$ cat config.mk
export PLATFORM = sky130hd
export DESIGN_NAME = q2e_cordic_stage
export DESIGN_NICKNAME = d
export VERILOG_FILES = /design/src/rtl/q2e_pkg.sv /design/src/rtl/q2e_cordic_stage.sv
export SDC_FILE = /design/constraint.sdc
export NUM_CORES = 2
export LEC_CHECK = 0
export ABC_AREA = 1
export BUFFER_PORTS_ARGS = -buffer_cell sky130_fd_sc_hd__buf_2
export CAP_MARGIN = 30
export CORE_AREA = 2 2 377 379
export CTS_CLUSTER_SIZE = 20
export DETAILED_ROUTE_END_ITERATION = 12
export DIE_AREA = 0 0 379 381
export PLACE_DENSITY_LB_ADDON = 0.05
export SLEW_MARGIN = 20
export SYNTH_ARGS = -nofsm -noshare
export SYNTH_HDL_FRONTEND = slang
export SYNTH_SLANG_ARGS = --single-unit
$ cat constraint.sdc
create_clock -name clock -period 20.8 [get_ports clock]
set_input_delay 0 -clock clock [delete_from_list [all_inputs] [get_ports clock]]
set_output_delay 0 -clock clock [all_outputs]
set_load 0.05 [all_outputs]
$ cat src/rtl/q2e_pkg.sv
package q2e_pkg;

   // working scale: 30 fraction bits, headroom for CORDIC gain on |v| up to about 5
   localparam int WFRAC      = 30;
   localparam int WORK_W     = 40;
   localparam int PROD_W     = 32;
   localparam int ROOT_W     = 62;
   localparam int SQRT_STEPS = 31;
   localparam int Q13_SHIFT  = 17;
   localparam int ATAN_DEPTH = 32;

   localparam logic signed [WORK_W-1:0] ONE_W      = 40'sd1073741824;
   localparam logic signed [WORK_W-1:0] PI_W       = 40'sd3373259426;
   localparam logic signed [WORK_W-1:0] ROUND_HALF = 40'sd65536;
   localparam logic signed [WORK_W-1:0] PI_Q13     = 40'sd25736;
   localparam logic signed [WORK_W-1:0] HALF_PI_Q13 = 40'sd12868;

   localparam logic [31:0] ATAN_TAB [ATAN_DEPTH] = '{
      32'd843314857, 32'd497837830, 32'd263043837, 32'd133525159, 32'd67021687,
      32'd33543516, 32'd16775851, 32'd8388437, 32'd4194283, 32'd2097149,
      32'd1048576, 32'd524288, 32'd262144, 32'd131072, 32'd65536, 32'd32768,
      32'd16384, 32'd8192, 32'd4096, 32'd2048, 32'd1024, 32'd512, 32'd256,
      32'd128, 32'd64, 32'd32, 32'd16, 32'd8, 32'd4, 32'd2, 32'd1, 32'd0
   };

   typedef struct packed {
      logic                     valid;
      logic signed [WORK_W-1:0] roll_x;
      logic signed [WORK_W-1:0] roll_y;
      logic signed [WORK_W-1:0] roll_z;
      logic signed [WORK_W-1:0] yaw_x;
      logic signed [WORK_W-1:0] yaw_y;
      logic signed [WORK_W-1:0] yaw_z;
      logic signed [WORK_W-1:0] pit_x;
      logic signed [WORK_W-1:0] pit_y;
      logic signed [WORK_W-1:0] pit_z;
      logic [ROOT_W-1:0]        rad_v;
      logic [ROOT_W-1:0]        rad_r;
      logic                     clamped;
      logic                     clamp_neg;
   } work_type;

endpackage

$ cat src/rtl/q2e_cordic_stage.sv
module q2e_cordic_stage #(
   parameter int ITER = 0
) (
   input  logic              clock,
   input  logic              reset,
   input  logic              advance,
   input  q2e_pkg::work_type work_in_d,
   output q2e_pkg::work_type work_out
);

   localparam int W = q2e_pkg::WORK_W;

   typedef struct packed {
      logic signed [W-1:0] x, y, z;
   } lane_type;

   q2e_pkg::work_type   work_ff, work_in;
   lane_type            roll_l, yaw_l, pit_l;
   logic signed [W-1:0] angle;

   function automatic lane_type rotate(input lane_type l, input logic signed [W-1:0] a);
      lane_type r;
      r = l;
      if (l.y > 0) begin
         r.x = l.x + (l.y >>> ITER);
         r.y = l.y - (l.x >>> ITER);
         r.z = l.z + a;
      end else if (l.y < 0) begin
         r.x = l.x - (l.y >>> ITER);
         r.y = l.y + (l.x >>> ITER);
         r.z = l.z - a;
      end
      return r;
   endfunction

   always_comb begin
      angle   = $signed({8'd0, q2e_pkg::ATAN_TAB[ITER]});
      roll_l  = rotate('{work_in_d.roll_x, work_in_d.roll_y, work_in_d.roll_z}, angle);
      yaw_l   = rotate('{work_in_d.yaw_x, work_in_d.yaw_y, work_in_d.yaw_z}, angle);
      pit_l   = rotate('{work_in_d.pit_x, work_in_d.pit_y, work_in_d.pit_z}, angle);
      work_in = work_in_d;
      work_in.roll_x = roll_l.x;
      work_in.roll_y = roll_l.y;
      work_in.roll_z = roll_l.z;
      work_in.yaw_x  = yaw_l.x;
      work_in.yaw_y  = yaw_l.y;
      work_in.yaw_z  = yaw_l.z;
      work_in.pit_x  = pit_l.x;
      work_in.pit_y  = pit_l.y;
      work_in.pit_z  = pit_l.z;
   end

   always_ff @(posedge clock) begin
      if (reset) begin
         work_ff.valid <= 1'b0;
      end else if (advance) begin
         work_ff <= work_in;
      end
   end

   assign work_out = work_ff;

endmodule

* Yosys cells after proc, flatten, opt, wreduce, memory -nomap -nowiden
Index checks and enable logic that the tools add are counted.
Storage, ports and cells: input bits 490, output and inout bits 487, flip-flop bits (word level) 487
Cells by class: bitwise logic cells 1, add/subtract/negate cells 15, order comparisons 6, reduce and logical (&&, ||, !) cells 1, muxes and demuxes 6
Operators by type and width (number):
- 120-bit two-way mux | 6
- 40-bit subtractor | 6
- 40-bit by 31-bit adder with 40-bit output, second input constant | 3
- 40-bit adder | 3
- 40-bit by 1-bit greater-than comparator with 1-bit output, second input constant | 3
- 40-bit by 1-bit less-than comparator with 1-bit output, second input constant | 3
- 40-bit by 31-bit subtractor with 40-bit output, second input constant | 3
- 2-bit AND reduction | 1
- 1-bit NOT | 1

* Logic depth before layout (Yosys ltp)
depth in word-level cells 3, depth in mapped cells 18, mapped depth without buffers 17

* Worst setup path before layout
No wires, ideal clock.
path kind in2reg, start input advance, end register work_ff, in the netlist work_out[0], enable pin, arrival time 20.417 ns, library setup time 1.363 ns, path buffers 0, required time 19.437 ns, cell stages on the path 2, slack -0.980 ns, cells stage by stage inv_1 -> nor2_1
On the way: word-level cells in the longest chain between the ends 1
Ends and longest elaborated chain:
- start, declared | RTL line q2e_cordic_stage.sv:6 | input logic advance,
- 2-bit AND reduction (no source line)
- end signal, assigned | RTL line q2e_cordic_stage.sv:57 | work_ff <= work_in;
- end, declared | RTL line q2e_cordic_stage.sv:17 | q2e_pkg::work_type work_ff, work_in;
No other way between the ends. A chain may end at the register's enable or synchronous reset.

==> results.toml <==
[status]
status = "finished clean"

[layout]
final_layout_size_suffix_gt1_share_pct = 12.4
multi_input_area_mm2 = 0.0308
area_growth_pct = 27.9
fin_nets = 10200
regArea_mm2 = 0.0146
largest_reg_flops = 487
fillCellCount = 15000

[global_routing]
grt_pass1_vias = 58200
grt_max_degree = 76
use_met3_pct = 6.69
grt.total_usage_pct = 36.1
busiest_layer = "met2"
overflow = 0
met1_usage_pct = 47.4
grt_pass1_wl_um = 386000
met2_usage_pct = 57.8
grt_antenna_before_repair = 58

[logic_synthesis]
post_synth_main_area_contributors = "edfxtp_1 29%, nand2_1 17%, ha_1 9.7%"
postSynthCellCount = 7853
yosysTopAreaCell = "edfxtp_1"
async_flop_share_pct = 0
synth.most_common_cell = "nand2_1"
yosys_warnings = 0
synth_area_per_cell_um2 = 6.47
synth_top_area_share_pct = 28.7
ys_seq_area_share_pct = 28.7
synth.distinct_cells = 55
synth_ff_type = "edfxtp_1"
synth_nets = 8745
synth-seq-cells = 487
synth_commonest_cells = "2,276 x nand2_1, 1,093 x inv_1, 877 x nor2_1"
netlist_area_mm2 = 0.0508
synth-edff-count = 486

[routing]
drtPass1Iterations = 9
drc_errors = 0
via_count = 60500
wire_per_inst_um = 24.1
routed_wl_um = 272000
drt.antenna.violating_nets = 0
first_iter_violations = 6081
routed_via_density = 5.38

[timing]
fin_setup_tns_ps = 0
report.final.slew_viol_count = 0
rsz0062_at_grt = "no"
post-route-min-period_ps = 4610
period_share_pct = 22.2
finalSetupViolCount = 0
layout_setup_ws_ps = 16190
fmax_mhz = 217
slew_headroom_pct = 36.3
fin_worst_skew_ps = 0
tightest_slew_ps = 955
hold_viol = 0

[clock_tree]
cts_inserted_buffers = 61
clk_latency_ps = 700
cts_max_level = 2
clock-sinks = 487
cts_root_buf = "clkbuf_16"
tritoncts = "yes"
ctsResizeCount = 0
clk_pin_slew_worst_paths_ps = 60
cts_max_path_buffers = 3

[worst_setup_path]
worst_ep_arrival_time_ps = 5080
cp.required_ps = 21260
r2r_setup_slack_ps = 19680
slowest_delay_ps = 640
cp_num_buf_inv = 8
path_max_fanout = 53
path_class = "input pin to register"
cp-start-kind = "input pin"
timing.rr.start = "work_out[486]"
crit_start = "work_in_d[407]"
r2r_end = "work_out[486]"
path_cells = "dlygate4sd3_1, buf_2, inv_1, nand3_1, nor2_1, nand2_1, nor2_1, nand2_4, nand2_4, inv_2, buf_4, nand3_1, nand3_1, nand2_1, dlygate4sd3_1, nand2_1, dlygate4sd3_1, inv_1"
crit_path_top_delay_cell = "buf_4"
r2r_cells = 3
endpoint_kind = "register"
crit_family = "buffers and inverters"

[power_and_ir_drop]
power_density_mw_per_mm2 = 62.0
leakage_uw = 0.0316
power.total_uw = 4030
ir_drop_mv = 0.0697

[floorplan]
row_count = 138
die-area_mm2 = 0.144
die_w_um = 379
die_h_um = 381
io-pin-count = 977
core-area_mm2 = 0.141
initial_core_util_pct = 36.2

[placed_design]
place_ws_ps = 16720
io_buffer_count = 976
place_hpwl_um = 222000
gp_congestion = 1.06

[worst_hold_path]
whs_path_depth = 2
hp-start = "work_in_d[28]"
holdCritPathClass = "input pin to register"
holdPathEnd = "work_out[28]"

[run]
maxCapViolCount = 0
## power by group
part	internal, uW	switching, uW	total, uW	leakage [uW]
Combinational	448	1200	1650	0.0261
Sequential	1200	43.9	1240	0.00455
Clock	659	481	1140	0.00100
Total	2310	1730	4030	0.0316
## layout by cell type (no fill, tap or decap), types with 4 or more instances in the layout
cell              n
nand3_1         719
nand3b_1         19
inv_2            12
clkinv_4          4
dlygate4sd3_1   575
edfxtp_1        486
clkinv_1         12
buf_4            24
or2_2            19
o21a_1           21
o21ai_1          72
o22ai_1          38
ha_1            393
clkinv_2          8
clkbuf_1          6
o21ai_0         447
a21oi_1         569
a21o_1           23
nor4_1           19
bufinv_16         9
and2_1           11
o21bai_1         45
o221ai_1         37
a21boi_0          7
nor2_2           11
a31oi_1           7
nor2_1          875
diode_2          38
nand4_1          75
o211ai_1         42
nor3_1          104
clkinvlp_4        6
clkbuf_16        62
or2_1             4
inv_1          1093
fa_1              9
nand2_1        2276
xnor2_1           4
buf_2           976
xor2_1          158
## what timing repair did
item,4_1_cts,5_1_grt
endpoints found under the hold margin,388,0
hold buffers,575,0
buffers inserted,0,0
## final cells by class
type                            count  area share, %
Multi-Input combinational cell   6035           47.4
Sequential cell                   487           22.5
Timing Repair Buffer             1577           16.7
Inverter                         1107           6.39
Tap cell                         1890           3.64
Clock buffer                       69           2.44
Clock inverter                     43          0.760
Antenna cell                       38          0.146
## per-layer routing
metal / wire length [um] / share of wire, %
met1: 114000 / 42
met2: 122000 / 45
met3: 23600 / 8.7
met4: 12100 / 4.5
met5: 112 / 0.041
## through the flow
stage          cells  utilization (%)  instance area [um2]  hold slack, ps
6_report       11200             46.3                65000            55.1
5_1_grt        11200             46.2                65000            37.9
4_1_cts        11200             46.2                64900           0.605
3_5_place_dp   10500             40.6                57000             178
3_3_place_gp   10500             40.6                57000             177
2_1_floorplan   7853                -                50800            69.1
## kinds of logic (layout without fill, tap and decap cells)
kind of cell / count (synthesis) / in the layout / synth area share [%]
flip-flops: 487 / 487 / 28.7
other: 0 / 38 / 0
buffers and inverters: 1331 / 2796 / 10.6
AND/OR/NAND/NOR: 4148 / 4148 / 33.6
adder cells (fa/ha/maj): 402 / 402 / 10.0
AO/OA/AOI/OAI: 1323 / 1323 / 14.2
XOR/XNOR: 162 / 162 / 2.79
## worst register-to-register path: cells and delay by family, from the launching register on
family | cells | cell delay [ps]
buffers and inverters | 1 | 550
flip-flops | 1 | 330
AO/OA/AOI/OAI | 1 | 120
AND/OR/NAND/NOR | 1 | 60
## worst max-delay path by stage
| stage | endpoint | cells after the start |
|---|---|---|
| after floorplan | work_out[0] | 2 |
| after global placement | work_out[248] | 7 |
| after detailed placement | work_out[248] | 7 |
| after CTS | work_out[403] | 18 |
| after global routing | work_out[403] | 18 |
| final | work_out[403] | 18 |
Power figures use the tool's default switching activity.
