--- src/rtl/q2e_pkg.sv ---
package q2e_pkg;

   // working scale: 30 fraction bits, headroom for CORDIC gain on |v| up to about 5
   localparam int WFRAC      = 30;
   localparam int WORK_W     = 40;
   localparam int PROD_W     = 32;
   localparam int ROOT_W     = 62;
   localparam int SQRT_STEPS = 31;
   localparam int Q13_SHIFT  = 17;
   localparam int ATAN_DEPTH = 32;

   localparam logic signed [WORK_W-1:0] ONE_W      = 40'sd1073741824;
   localparam logic signed [WORK_W-1:0] PI_W       = 40'sd3373259426;
   localparam logic signed [WORK_W-1:0] ROUND_HALF = 40'sd65536;
   localparam logic signed [WORK_W-1:0] PI_Q13     = 40'sd25736;
   localparam logic signed [WORK_W-1:0] HALF_PI_Q13 = 40'sd12868;

   localparam logic [31:0] ATAN_TAB [ATAN_DEPTH] = '{
      32'd843314857, 32'd497837830, 32'd263043837, 32'd133525159, 32'd67021687,
      32'd33543516, 32'd16775851, 32'd8388437, 32'd4194283, 32'd2097149,
      32'd1048576, 32'd524288, 32'd262144, 32'd131072, 32'd65536, 32'd32768,
      32'd16384, 32'd8192, 32'd4096, 32'd2048, 32'd1024, 32'd512, 32'd256,
      32'd128, 32'd64, 32'd32, 32'd16, 32'd8, 32'd4, 32'd2, 32'd1, 32'd0
   };

   typedef struct packed {
      logic                     valid;
      logic signed [WORK_W-1:0] roll_x;
      logic signed [WORK_W-1:0] roll_y;
      logic signed [WORK_W-1:0] roll_z;
      logic signed [WORK_W-1:0] yaw_x;
      logic signed [WORK_W-1:0] yaw_y;
      logic signed [WORK_W-1:0] yaw_z;
      logic signed [WORK_W-1:0] pit_x;
      logic signed [WORK_W-1:0] pit_y;
      logic signed [WORK_W-1:0] pit_z;
      logic [ROOT_W-1:0]        rad_v;
      logic [ROOT_W-1:0]        rad_r;
      logic                     clamped;
      logic                     clamp_neg;
   } work_type;

endpackage

--- src/rtl/q2e_sqrt_stage.sv ---
module q2e_sqrt_stage #(
   parameter int STEP = 0
) (
   input  logic              clock,
   input  logic              reset,
   input  logic              advance,
   input  q2e_pkg::work_type work_in_d,
   output q2e_pkg::work_type work_out
);

   localparam int BIT_POS = 60 - 2 * STEP;

   q2e_pkg::work_type          work_ff, work_in;
   logic [q2e_pkg::ROOT_W-1:0] probe, trial;

   always_comb begin
      probe   = q2e_pkg::ROOT_W'(1) << BIT_POS;
      trial   = work_in_d.rad_r + probe;
      work_in = work_in_d;
      if (work_in_d.rad_v >= trial) begin
         work_in.rad_v = work_in_d.rad_v - trial;
         work_in.rad_r = (work_in_d.rad_r >> 1) + probe;
      end else begin
         work_in.rad_r = work_in_d.rad_r >> 1;
      end
      // root is final after the last step; earlier values are overwritten
      work_in.pit_x = $signed(work_in.rad_r[q2e_pkg::WORK_W-1:0]);
   end

   always_ff @(posedge clock) begin
      if (reset) begin
         work_ff.valid <= 1'b0;
      end else if (advance) begin
         work_ff <= work_in;
      end
   end

   assign work_out = work_ff;

endmodule

--- config.mk ---
export PLATFORM = sky130hd
export DESIGN_NAME = q2e_sqrt_stage
export DESIGN_NICKNAME = d
export VERILOG_FILES = /design/src/rtl/q2e_pkg.sv /design/src/rtl/q2e_sqrt_stage.sv
export SDC_FILE = /design/constraint.sdc
export NUM_CORES = 1
export LEC_CHECK = 0
export BUFFER_PORTS_ARGS = -buffer_cell sky130_fd_sc_hd__buf_2
export CORE_AREA = 2 2 381 383
export DETAILED_ROUTE_END_ITERATION = 16
export DIE_AREA = 0 0 383 385
export GPL_ROUTABILITY_DRIVEN = 1
export SLEW_MARGIN = 0
export SYNTH_ARGS = -nofsm -noshare
export SYNTH_HDL_FRONTEND = slang
export SYNTH_SLANG_ARGS = --single-unit
--- constraint.sdc ---
create_clock -name clock -period 28.6 [get_ports clock]
set_clock_uncertainty 0.2 [all_clocks]
set_input_delay 2.86 -clock clock [delete_from_list [all_inputs] [get_ports clock]]
set_output_delay 2.86 -clock clock [all_outputs]
set_load 0.03 [all_outputs]
**After elaboration in Yosys (flattened, before gate mapping)**

Cells that the tools add are included.

- Register bits after elaboration: 487
- Latch bits: 0
- RAM bits: 0
- Bits in read-only memories: 0
- Memories kept: 0

- Add/sub/neg operators: 3
- Multiply operators: 0
- Div/mod/pow operators: 0
- Order comparisons: 1
- Equality and inequality tests: 0
- Shift-type cells: 0
- Muxes and demuxes: 2
- Bitwise logic cells: 1
- Reductions and logical operators: 1

Operators with widths:

| kind | number |
|---|---|
| 61-bit by 61-bit adder with 62-bit output (second input constant) | 1 |
| 62-bit by 61-bit adder with 62-bit output (second input constant) | 1 |
| 62-bit >= comparator | 1 |
| 62-bit two-way mux | 1 |
| 62-bit subtractor | 1 |
| 61-bit two-way mux | 1 |
| 2-bit AND reduction | 1 |
| 1-bit NOT | 1 |

**Depth between registers and ports, before layout**

Gate-level depths: netlist of the first run.

- Depth after elaboration: 3
- Depth in mapped cells: 14

**Worst setup path before layout of the first run**

No wires, ideal clock.

- Path type: in2reg
- From: in reset
- To: reg work_ff, in the netlist work_out[0] (enable)
- Setup time: 1.326 ns
- Data arrival time: 22.548 ns
- Path slack: 4.526 ns
- Cell stages on the path: 1
- Path through: nor2b_1

- Word-level cells in the longest chain between the ends: 2

RTL lines:

| item | RTL line | text |
|---|---|---|
| from (decl) | q2e_sqrt_stage.sv:5 | `input logic reset,` |
| 1-bit NOT (no line) | - |  |
| 2-bit AND reduction (no line) | - |  |
| to (signal assigned) | q2e_sqrt_stage.sv:34 | `work_ff <= work_in;` |
| to (decl) | q2e_sqrt_stage.sv:13 | `q2e_pkg::work_type work_ff, work_in;` |

Every way passes these cells.
A chain may end at the register's enable or synchronous reset.

==> summary.md, run 1 <==
| Metric | Value |
|---|---|
| Layout cells sized above 1 | `a little under half` |
| Via count | `roughly 15000` |
| Setup Viol. Count Final | `0` |
| Grt ovf | `0` |
| Overall power | `a little under 2000 uW` |
| CP dominant cell by count | `nor3_1` |
| Clock power frac | `40.2%` |
| # rows | `~140` |
| M3 GR Usage | `under 10%` |
| Synth Area in XOR/XNOR | `around 2.7%` |
| Routed wire length | `roughly 110000 um` |
| CP max FO | `63` |
| Cts bufs inserted | `59` |
| Peak supply drop | `slightly above 0.05 mV` |
| Die W | `between 300 and 400 um` |
| RSZ-0062 raised after global routing | `false` |
| Primary FF master, synth | `edfxtp_1` |
| Slowest stage delay, CP | `0.64 ns` |
| Post-synthesis mux area share | `less than 1%` |
| Max cap viols | `0` |
| Final Instance Count excl. Fillers | `around 4200` |
| Net Sw Power | `about 610 uW` |
| Area of the mapped netlist | `around 19000 um^2` |
| Nets@finish | `between 2000 and 3000` |
| Core Region | `~140000 um^2` |
| IO Pins | `around 1000` |
| Syn_area_per_cell | `around 15 um^2` |
| Sequential power share | `about two fifths` |
| Synth top area cells | `edfxtp_1 72%, ha_1 4.2%, a21oi_1 3.3%` |
| HP Class | `reg2reg` |
| First-pass GRT wire length | `135000 um` |
| Initial DRC count | `approximately 930` |
| Ys async rst share | `0%` |
| CTS sink cnt | `between 400 and 500` |
| GP Congestion | `between 0.8 and 0.9` |
| Post-CTS Resized | `0` |
| Fin Setup TNS | `0 ns` |
| Outcome | `completed` |
| Seq/Total Area, Yosys | `between 70% and 80%` |
| # fillers | `roughly 16000` |
| Cell total after placement | `approximately 4000` |
| Power density cells | `between 70 and 80 nW/um^2` |
| Comb pwr share | `18.7%` |
| Die H | `385 um` |
| Leakage power | `~0.011 uW` |
| H-tree levels | `2` |
| Net Sw Frac | `between 30% and 40%` |
| Post-synth EDFFs | `roughly 450` |
| Clock slew at reported path FFs | `roughly 0.070 ns` |
| Area grow syn2layout | `46.8%` |
| Final Cell Area | `27200 um^2` |
| Data arrival, critical path | `7.40 ns` |
| Top cells by count, synth | `446 x edfxtp_1, 123 x a21oi_1, 96 x nor2_1, 76 x inv_1, 66 x nand2_1` |
| Avg Vias per Cell | `around 3.6` |
| WL per Instance | `approximately 26 um` |
| Yosys reg bits | `~450` |
| Simple-Gate Fraction of Synth Area | `6.15%` |
| CTS hold repair buffers | `0` |
| Synth top area share | `72.2%` |
| Setup crit end kind | `register` |
| Root Buffer | `clkbuf_16` |
| Vias in the first global route | `approximately 14000` |
| Crit Path Class | `in2reg` |
| Number of flip-flops in the largest register | `447` |
| Yosys cell types | `~60` |
| Count leader, synth | `edfxtp_1` |
| CP startpoint kind | `primary input` |
| Die area | `147000 um^2` |
| CTS tree | `done` |
| Drc violations | `0` |
| Slowest cell on crit path | `buf_4` |
| Setup Buffers After CTS | `0` |
| Post-DRT Antenna Nets | `0` |
| Initial antenna violation count | `~110` |
| Clock latency on the worst-skew pair | `0.69 ns` |
| Port bufs | `around 940` |
| Worst slew margin | `between 30% and 40%` |
| Clock Path Buffers | `3` |
| Post-layout minimum cycle time | `roughly 7.2 ns` |
| DPL Wire Length | `92500 um` |
| Synth Area in Adders | `approximately 4.3%` |
| Hold WS | `0.339 ns` |
| Placed cell areas | `between 20000 and 30000 um^2` |
| Initial Utilization | `between 10% and 20%` |
| Critical Path RT | `roughly 29 ns` |
| Hold Vio Cnt, Final | `0` |
| Pin count of the biggest net entering global routing | `roughly 150` |
| Least-Margin Pin Slew | `roughly 0.95 ns` |
| Fin crit share | `25.2%` |
| Final Max Slew Viols | `0` |
| Int Power | `approximately 1300 uW` |
| Compound-cell area share of the yosys netlist | `around a tenth` |
| All-Layer GR Usage | `between 10% and 20%` |
| Cell chain of the critical path | `buf_2 -> inv_1 -> ha_1 -> nand4_1 -> nor3_1 -> a21bo_2 -> nor4b_1 -> o211a_1 -> nor3_1 -> o2111ai_1 -> nand3_4 -> buf_4 -> mux2_2` |
| DRT Pass-1 Iters | `5` |
| Synth warnings | `0` |
| Syn nets | `1820` |
| Main combinational cell family by area after synthesis | `compound AO/OA/AOI/OAI gates` |
| Fmax | `around 140 MHz` |
| Post-Synthesis Cells | `around 1300` |
| Global Route met2 Usage | `25.0%` |
| GRT busiest layer | `met2` |
| GRT met1 Usage | `between 10% and 20%` |
| Area leader, netlist | `edfxtp_1` |
-- critical path, delay by kind of cell --
kind / cells / cell delay, ns
AOI/OAI and AO/OA: 3 / 0.89
adders and majority gates: 1 / 0.47
buffers and inverters: 3 / 0.78
muxes: 1 / 0.41
and+or+nand+nor: 5 / 1.93
-- per-stage QoR --
step	utilization, %	worst slack (ns)
after floorplan	-	4.53
after global placement	17.6	20.59
after detailed placement	17.6	20.55
after CTS	19.0	21.26
after global routing	19.0	21.01
final	19.0	21.39
-- routing by layer --
layer  vias to the layer above  part of all wire (%)
met5                         -                  0.32
met4                        54                   2.3
met3                       172                    11
met2                       821                    51
met1                      7302                    36
li1                       6594                     -
-- layout make-up --
type | count | area (um^2) | share of cell area, %
Sequential cell | 447 | 13400 | 49.3
Antenna cell | 18 | 45.0 | 0.166
Clock buffer | 66 | 1500 | 5.52
Timing Repair Buffer | 946 | 4770 | 17.5
Clock inverter | 43 | 484 | 1.78
Tap cell | 1903 | 2380 | 8.75
Multi-Input combinational cell | 661 | 4330 | 15.9
Inverter | 76 | 285 | 1.05
-- cells in the final DEF, fill, tap and decap left out, types with 5 or more instances in the layout --
cell type	Yosys	final
a21o_1	45	45
clkinvlp_4	0	10
clkinv_2	0	7
nand3_1	8	8
clkbuf_1	23	7
buf_2	13	936
clkinv_4	0	5
nand4_1	21	21
o21a_1	15	15
o21bai_1	13	13
clkinv_1	0	8
and3_1	8	8
a21oi_1	123	123
edfxtp_1	446	446
nor2b_1	11	10
xor2_1	21	21
nand2_1	66	66
xnor2_1	36	36
ha_1	62	62
nand2b_1	6	6
bufinv_16	0	7
o21ai_0	36	36
a31oi_1	13	13
a211oi_1	6	6
inv_1	76	76
nor3_1	10	10
nor4_1	5	5
diode_2	0	18
clkbuf_16	0	59
buf_4	42	9
nor2_1	96	96
-- power by group through the flow --
stage / logic (uW) / clock network, uW / registers (uW)
5_1_grt: 386 / 829 / 799
6_report: 362 / 778 / 794
3_3_place_gp: 367 / 0 / 807
3_5_place_dp: 368 / 0 / 808
4_1_cts: 370 / 811 / 795
2_1_floorplan: 122 / 0 / 922
-- final timing paths --
| check | startpoint | endpoint | slack [ns] | cells after the start |
|---|---|---|---|---|
| setup / recovery | work_in_d[12] | work_out[80] | 21.39 | 13 |
| hold / removal | work_out[486] | work_out[486] | 0.34 | 2 |
| hold reg to reg | work_out[486] | work_out[486] | 0.34 | 2 |
| setup reg to reg | work_out[486] | work_out[486] | 27.80 | 2 |
-- cells by family after synthesis --
logic type | count (synthesis)
DFF | 447
AOI/OAI and AO/OA | 288
and+or+nand+nor | 247
buffers and inverters | 159
adders and majority gates | 63
xor gates and xnor gates | 57
muxes | 6
(Power assumes the default switching activity.)
==> inputs of run 2 (changes only) <==
ABC_AREA = 1   (was default)
CORE_AREA = 2 2 380 382   (was 2 2 381 383)
DIE_AREA = 0 0 382 384   (was 0 0 383 385)
clock period = 6.35 ns   (was 28.6 ns; I/O delays follow)
==> run 2 against run 1 <==
  * Via count up 30%
  * Cell area up 23%
  * Critical path depth up 2
  * Combinational power rose to 5.6 times the previous value
  * Hold slack worse by 0.30 ns
  * Non-clock buffer count up 373
  * Area after synthesis up 13%
  * Power rose to 4.8 times the previous value
  * Sequential power rose to 4.5 times the previous value
  * Setup slack worse by 19 ns
  * Register-to-register slack worse by 23 ns
==> summary.md, run 2 <==
| Metric | Value |
|---|---|
| Syn nets | `2584 (+42%)` |
| Core Region | `143000 um^2 (-0.24%)` |
| Count leader, synth | `nand2_1` |
| CP dominant cell by count | `nand2_1` |
| Initial antenna violation count | `57 (-49%)` |
| Area of the mapped netlist | `21000 um^2 (+13%)` |
| Setup ws final | `2.21 ns (-19.18 ns)` |
| Yosys reg bits | `447 (unchanged)` |
| H-tree levels | `2 (unchanged)` |
| Slowest cell on crit path | `dlygate4sd3_1` |
| Setup Buffers After CTS | `0 (unchanged)` |
| Via count | `19500 (+30%)` |
| Syn_area_per_cell | `10.3 um^2 (-29%)` |
| Cts bufs inserted | `57 (-3.4%)` |
| Synth top area share | `63.7% (-8.5 points)` |
| Top cells by count, synth | `639 x nand2_1, 446 x edfxtp_1, 417 x inv_1, 103 x nor2_1, 79 x nand3_1` |
| Nets@finish | `3907 (+42%)` |
| Synth top area cells | `edfxtp_1 64%, nand2_1 11%, inv_1 7.5%` |
| Slowest stage delay, CP | `0.63 ns (about the same)` |
| Post-CTS Resized | `0 (unchanged)` |
| Port bufs | `936 (unchanged)` |
| Die area | `147000 um^2 (-0.52%)` |
| Hold Path Depth | `1 (-1)` |
| Post-Synthesis Cells | `2031 (+60%)` |
| Worst R2R Setup Slack | `5.04 ns (-22.76 ns)` |
| Die H | `384 um (-0.26%)` |
| Ys async rst share | `0% (unchanged)` |
| Worst Setup SP | `work_in_d[25]` |
| Seq/Total Area, Yosys | `63.8% (-8.5 points)` |
| Least-Margin Pin Slew | `1.01 ns (+0.0571 ns)` |
| Post-layout minimum cycle time | `roughly 4.1 ns` |
| HP Class | `in2reg` |
| Worst slew margin | `32.7% (-4.0 points)` |
| Initial Utilization | `14.7% (+1.8 points)` |
| Most used cells in the layout excluding fill and tap cells | `936 x buf_2, 639 x nand2_1, 446 x edfxtp_1, 416 x inv_1, 370 x dlygate4sd3_1` |
| WL per Instance | `23.4 um (-11%)` |
| CP startpoint kind | `primary input` |
| Fin Setup TNS | `0 ns (unchanged)` |
| R2R depth | `3 (+1)` |
| Synth warnings | `0 (unchanged)` |
| DPL Wire Length | `104000 um (+12%)` |
| GP Congestion | `0.938 (+8.6%)` |
| Final Max Slew Viols | `0 (unchanged)` |
| Most common cell after layout, fill and taps aside | `buf_2` |
| Outcome | `completed` |
| CTS hold repair buffers | `370 (+370)` |
| Max cap viols | `0 (unchanged)` |
| Vias in the first global route | `19100 (+34%)` |
| CTS sink cnt | `447 (unchanged)` |
| Final Instance Count excl. Fillers | `5322 (+28%)` |
| Clock latency on the worst-skew pair | `0.63 ns (-0.06 ns)` |
| # rows | `139 (unchanged)` |
| Area grow syn2layout | `59.9%` |
| Primary FF master, synth | `edfxtp_1` |
| RR Startpoint | `work_out[486]` |
| Fin crit share | `between 60% and 70%` |
| Area leader, netlist | `edfxtp_1` |
| Die W | `382 um (-0.26%)` |
| Number of flip-flops in the largest register | `447 (unchanged)` |
| Drc violations | `0 (unchanged)` |
| Placed cell areas | `27800 um^2 (+10%)` |
| Data arrival, critical path | `4.43 ns (-2.97 ns)` |
| Avg Vias per Cell | `3.66 (+1.8%)` |
| Clock slew at reported path FFs | `0.05 ns (-0.02 ns)` |
| Critical Path RT | `6.64 ns (-22.15 ns)` |
| All-Layer GR Usage | `16.2% (+2.2 points)` |
| Power density cells | `274 nW/um^2 (+290%)` |
| Pin count of the biggest net entering global routing | `133 (-10%)` |
| Root Buffer | `clkbuf_16` |
| Hold WS | `0.0412 ns (-0.297 ns)` |
| RSZ-0062 raised after global routing | `false` |
| Post-DRT Antenna Nets | `0 (unchanged)` |
| Crit Path Class | `in2reg` |
| DRT Pass-1 Iters | `7 (+2)` |
| IO Pins | `977 (unchanged)` |
| DP Worst Slack | `2.10 ns (-18.45 ns)` |
| Setup crit end kind | `register` |
| Peak supply drop | `0.253 mV (+400%)` |
| Crit path to | `work_out[108]` |
| Final Cell Area | `33600 um^2 (+23%)` |
| Post-synth EDFFs | `446 (unchanged)` |
| Cell chain of the critical path | `dlygate4sd3_1 -> buf_2 -> inv_1 -> ha_1 -> nand2_1 -> nor2_2 -> nand2_2 -> nor2_2 -> inv_1 -> nor3_2 -> nand2_1 -> nand3_4 -> buf_4 -> nand3_1 -> nand2_1` |
| Setup Viol. Count Final | `0 (unchanged)` |
| Routed wire length | `124000 um (+14%)` |
| Hold Vio Cnt, Final | `0 (unchanged)` |
| Grt ovf | `0 (unchanged)` |
| Clock Path Buffers | `3 (unchanged)` |
| Fmax | `between 200 and 250 MHz` |
| Initial DRC count | `1264 (+36%)` |
| CTS tree | `done` |
| Leakage power | `0.0156 uW (+39%)` |
| Yosys cell types | `32 (-48%)` |
| First-pass GRT wire length | `162000 um (+19%)` |
| CP max FO | `55 (-13%)` |
| Layout cells sized above 1 | `33.6% (-14 points)` |
| Cell total after placement | `4828 (+20%)` |
| R2R Path End | `work_out[486]` |
[run 2: changes by cell type after synthesis, moves of 17 or more]
cell	previous run	this run
nand2_1	66	639
inv_1	76	417
a21oi_1	123	34
nand3_1	8	79
a21o_1	45	1
nand3_2	0	41
xnor2_1	36	2
clkbuf_1	23	0
nand2_2	0	17
[run 2: cell type report]
| class | count | area (um^2) |
|---|---|---|
| clock buffers | 64 | 1470 |
| repair buffers | 1319 | 8520 |
| multi-input cells | 1102 | 5570 |
| flip-flops and latches | 447 | 13400 |
| fillers | 15500 | 109000 |
| diodes | 16 | 40.0 |
| clock inverters | 44 | 582 |
| well taps | 1903 | 2380 |
| inverters | 427 | 1620 |
[run 2: kinds of logic after synthesis]
family	after synthesis	share of synthesized area (%)
AOI/OAI and AO/OA	67	1.64
xor gates and xnor gates	32	1.33
adders and majority gates	63	3.79
buffers and inverters	482	9.69
DFF	447	63.8
and+or+nand+nor	940	19.7
[run 2: how the worst min path moves through the flow]
stage / start / endpoint / slack, ns
after floorplan: work_out[486] / work_out[486] / 0.38
after global placement: work_out[486] / work_out[486] / 0.25
after detailed placement: work_out[486] / work_out[486] / 0.25
after CTS: work_in_d[44] / work_out[43] / 0.0002
after global routing: work_in_d[44] / work_out[43] / 0.003
final: work_in_d[43] / work_out[42] / 0.04
[run 2: stage by stage]
step | util (%) | power [uW]
after detailed placement | 19.5 | 5460
final | 23.5 | 9200
after CTS | 23.5 | 9350
after global placement | 19.5 | 5450
after floorplan | - | 4720
after global routing | 23.5 | 9590
[run 2: where the power goes]
part           internal (uW)  total, uW  switching (uW)
registers               3510       3580            74.5
clock network           2150       3590            1450
logic                    622       2020            1400
[run 2: per-layer routing]
layer / routed length (um) / GRT usage [%] / share of wire, %
met4: 3910 / 4.24 / 3.1
met5: 96 / 0 / 0.077
met2: 61600 / 28.8 / 50
met1: 48200 / 18.5 / 39
met3: 10600 / 5.23 / 8.5
[run 2: critical path, delay by kind of cell]
family	cells	cell delay, ns
fa+ha+maj	1	0.43
buf+inv	5	1.51
simple gates	9	1.82
==> inputs of run 3 (changes only) <==
ABC_AREA = 0   (was 1)
CORE_AREA = 2 2 376 378   (was 2 2 380 382)
DIE_AREA = 0 0 378 380   (was 0 0 382 384)
clock period = 3.63 ns   (was 6.35 ns; I/O delays follow)
==> run 3 against run 2 <==
  * Die area is 2.1% lower
  * Clock power is 69% higher
  * Count of clock-buffer cells in the layout is 1 higher
  * Setup slack worse by 2.1 ns
  * Critical endpoint is now work_out[121]
  * Largest cell class unchanged
  * Largest power group is now registers
==> summary.md, run 3 (synthesized netlist as in run 1, its figures left out) <==
| Metric | Value |
|---|---|
| H-tree levels | `2 (unchanged)` |
| Max cap viols | `0 (unchanged)` |
| Hold WS | `0.115 ns (+0.0736 ns)` |
| Hold Vio Cnt, Final | `0 (unchanged)` |
| Hold path start | `work_in_d[35]` |
| Crit Path Class | `in2reg` |
| Area grow syn2layout | `76.4%` |
| Peak supply drop | `0.352 mV (+39%)` |
| Post-DRT Antenna Nets | `0 (unchanged)` |
| Fin crit share | `96.2%` |
| Worst slew margin | `44.1% (+11 points)` |
| Overall power | `15900 uW (+73%)` |
| Power density cells | `486 nW/um^2 (+78%)` |
| Final Max Slew Viols | `0 (unchanged)` |
| CTS sink cnt | `447 (unchanged)` |
| M1 wire length | `42900 um (-11%)` |
| CP max FO | `3 (-95%)` |
| Pin count of the biggest net entering global routing | `130 (-2.3%)` |
| Root Buffer | `clkbuf_16` |
| # rows | `137 (-1.4%)` |
| Slowest stage delay, CP | `0.64 ns (about the same)` |
| Clock Path Buffers | `3 (unchanged)` |
| Number of flip-flops in the largest register | `447 (unchanged)` |
| Most used cells in the layout excluding fill and tap cells | `932 x buf_2, 446 x dlygate4sd3_1, 446 x edfxtp_1, 121 x a21oi_1, 113 x buf_4` |
| Critical Path RT | `3.84 ns (-2.80 ns)` |
| Clock slew at reported path FFs | `0.06 ns (about the same)` |
| Cts bufs inserted | `58 (+1.8%)` |
| IO Pins | `977 (unchanged)` |
| Initial Utilization | `13.3% (-1.4 points)` |
| Setup Viol. Count Final | `0 (unchanged)` |
| Die H | `380 um (-1.0%)` |
| Fmax | `286 MHz` |
| CP Buf/Inv Count | `5 (unchanged)` |
| RSZ-0062 raised after global routing | `false` |
| Initial DRC count | `1106 (-13%)` |
| DR WL met3 | `10100 um (-5.1%)` |
| Vias in the first global route | `17300 (-9.6%)` |
| Die W | `378 um (-1.0%)` |
| CTS tree | `done` |
| Nets@finish | `3302 (-15%)` |
| Data arrival, critical path | `3.70 ns (-0.73 ns)` |
| Clock latency on the worst-skew pair | `0.66 ns (+0.03 ns)` |
| Routed wire length | `115000 um (-7.7%)` |
| Drc violations | `0 (unchanged)` |
| HP Class | `in2reg` |
| Port bufs | `936 (unchanged)` |
| Met2 wire len | `57300 um (-7.1%)` |
| Least-Margin Pin Slew | `0.839 ns (-0.168 ns)` |
| Setup Buffers After CTS | `0 (unchanged)` |
| Grt ovf | `0 (unchanged)` |
| Avg Vias per Cell | `3.68 (+0.70%)` |
| Worst Setup SP | `work_in_d[28]` |
| WL per Instance | `24.3 um (+4.1%)` |
| All-Layer GR Usage | `15.1% (-1.0 points)` |
| Leakage power | `0.0137 uW (-12%)` |
| Cell chain of the critical path | `dlygate4sd3_1 -> clkbuf_4 -> inv_1 -> ha_1 -> a21o_1 -> a21o_1 -> a21oi_1 -> o21a_2 -> o211ai_1 -> o21ai_1 -> buf_4 -> o21ai_0 -> o41ai_2 -> buf_4 -> xor2_1 -> a21oi_1` |
| Die area | `144000 um^2 (-2.1%)` |
| Initial antenna violation count | `71 (+25%)` |
| GP Congestion | `0.889 (-5.2%)` |
| Via count | `17400 (-11%)` |
| Most common cell after layout, fill and taps aside | `buf_2` |
| Post-layout minimum cycle time | `approximately 3.5 ns` |
| DPL Wire Length | `93800 um (-9.7%)` |
| Top sig layer | `met5` |
| Cell family with most CP delay | `compound AO/OA/AOI/OAI gates` |
| Outcome | `completed` |
| Core Region | `139000 um^2 (-2.5%)` |
| RR Startpoint | `work_out[486]` |
| First-pass GRT wire length | `149000 um (-8.0%)` |
| Setup crit end kind | `register` |
| DRT Pass-1 Iters | `5 (-2)` |
| Layout cells sized above 1 | `42.1% (+8.6 points)` |
| CP startpoint kind | `primary input` |
| Slowest cell on crit path | `dlygate4sd3_1` |
## run 3: cell count changes in the layout (fill, tap and decap cells not counted), moves of 14 or more
cell and change:
a21o_1 +44, o21a_1 +14, nand2_2 -17, dlygate4sd3_1 +76
xnor2_1 +34, nand3_2 -41, a21oi_1 +87, nand2_1 -573
buf_4 +103, diode_2 +26, inv_1 -340, nand3_1 -71
nor2_2 -14
## run 3: through the flow
stage / setup TNS, ns / cells / utilization, % / setup slack, ns / area, um^2
3_3_place_gp: -16.58 / 4116 / 18.7 / -0.359 / 26000
6_report: 0 / 4716 / 23.5 / 0.137 / 32700
3_5_place_dp: -20.48 / 4116 / 18.7 / -0.444 / 26000
4_1_cts: 0 / 4674 / 23.4 / 0.00132 / 32500
5_1_grt: 0 / 4690 / 23.5 / 0.00516 / 32600
2_1_floorplan: -1795.93 / 1267 / - / -4.03 / 18500
## run 3: final timing paths
| path | cells past startpoint | slack [ns] | endpoint |
|---|---|---|---|
| hold / removal | 2 | 0.11 | work_out[238] |
| setup reg to reg | 3 | 2.27 | work_out[486] |
| hold reg to reg | 3 | 0.87 | work_out[486] |
| setup / recovery | 16 | 0.14 | work_out[121] |
## run 3: layout make-up
type / instances / area (um^2)
clock inverters: 44 / 484
well taps: 1876 / 2350
flip-flops and latches: 447 / 13400
multi-input cells: 661 / 4390
clock buffers: 65 / 1500
diodes: 42 / 105
inverters: 76 / 285
fillers: 14900 / 106000
repair buffers: 1505 / 10200
## run 3: where the power goes
group | switching, uW | total [uW] | internal, uW | leakage [uW]
registers | 132 | 6270 | 6140 | 0.00420
clock network | 2560 | 6070 | 3510 | 0.000958
logic | 2270 | 3570 | 1300 | 0.00853
total | 4960 | 15900 | 10900 | 0.0137
## run 3: metal layers
layer | up-vias | track usage [%]
met2 | 875 | 27.0
met3 | 175 | 4.46
met5 | - | 0
met4 | 22 | 5.15
met1 | 8566 | 17.0
li1 | 7724 | -
## run 3: repair_timing
item | in CTS | in global routing
setup endpoints to repair | 0 | 57
hold buffers | 449 | 0
resized for setup | 0 | 24
hold endpoints to repair | 447 | 0
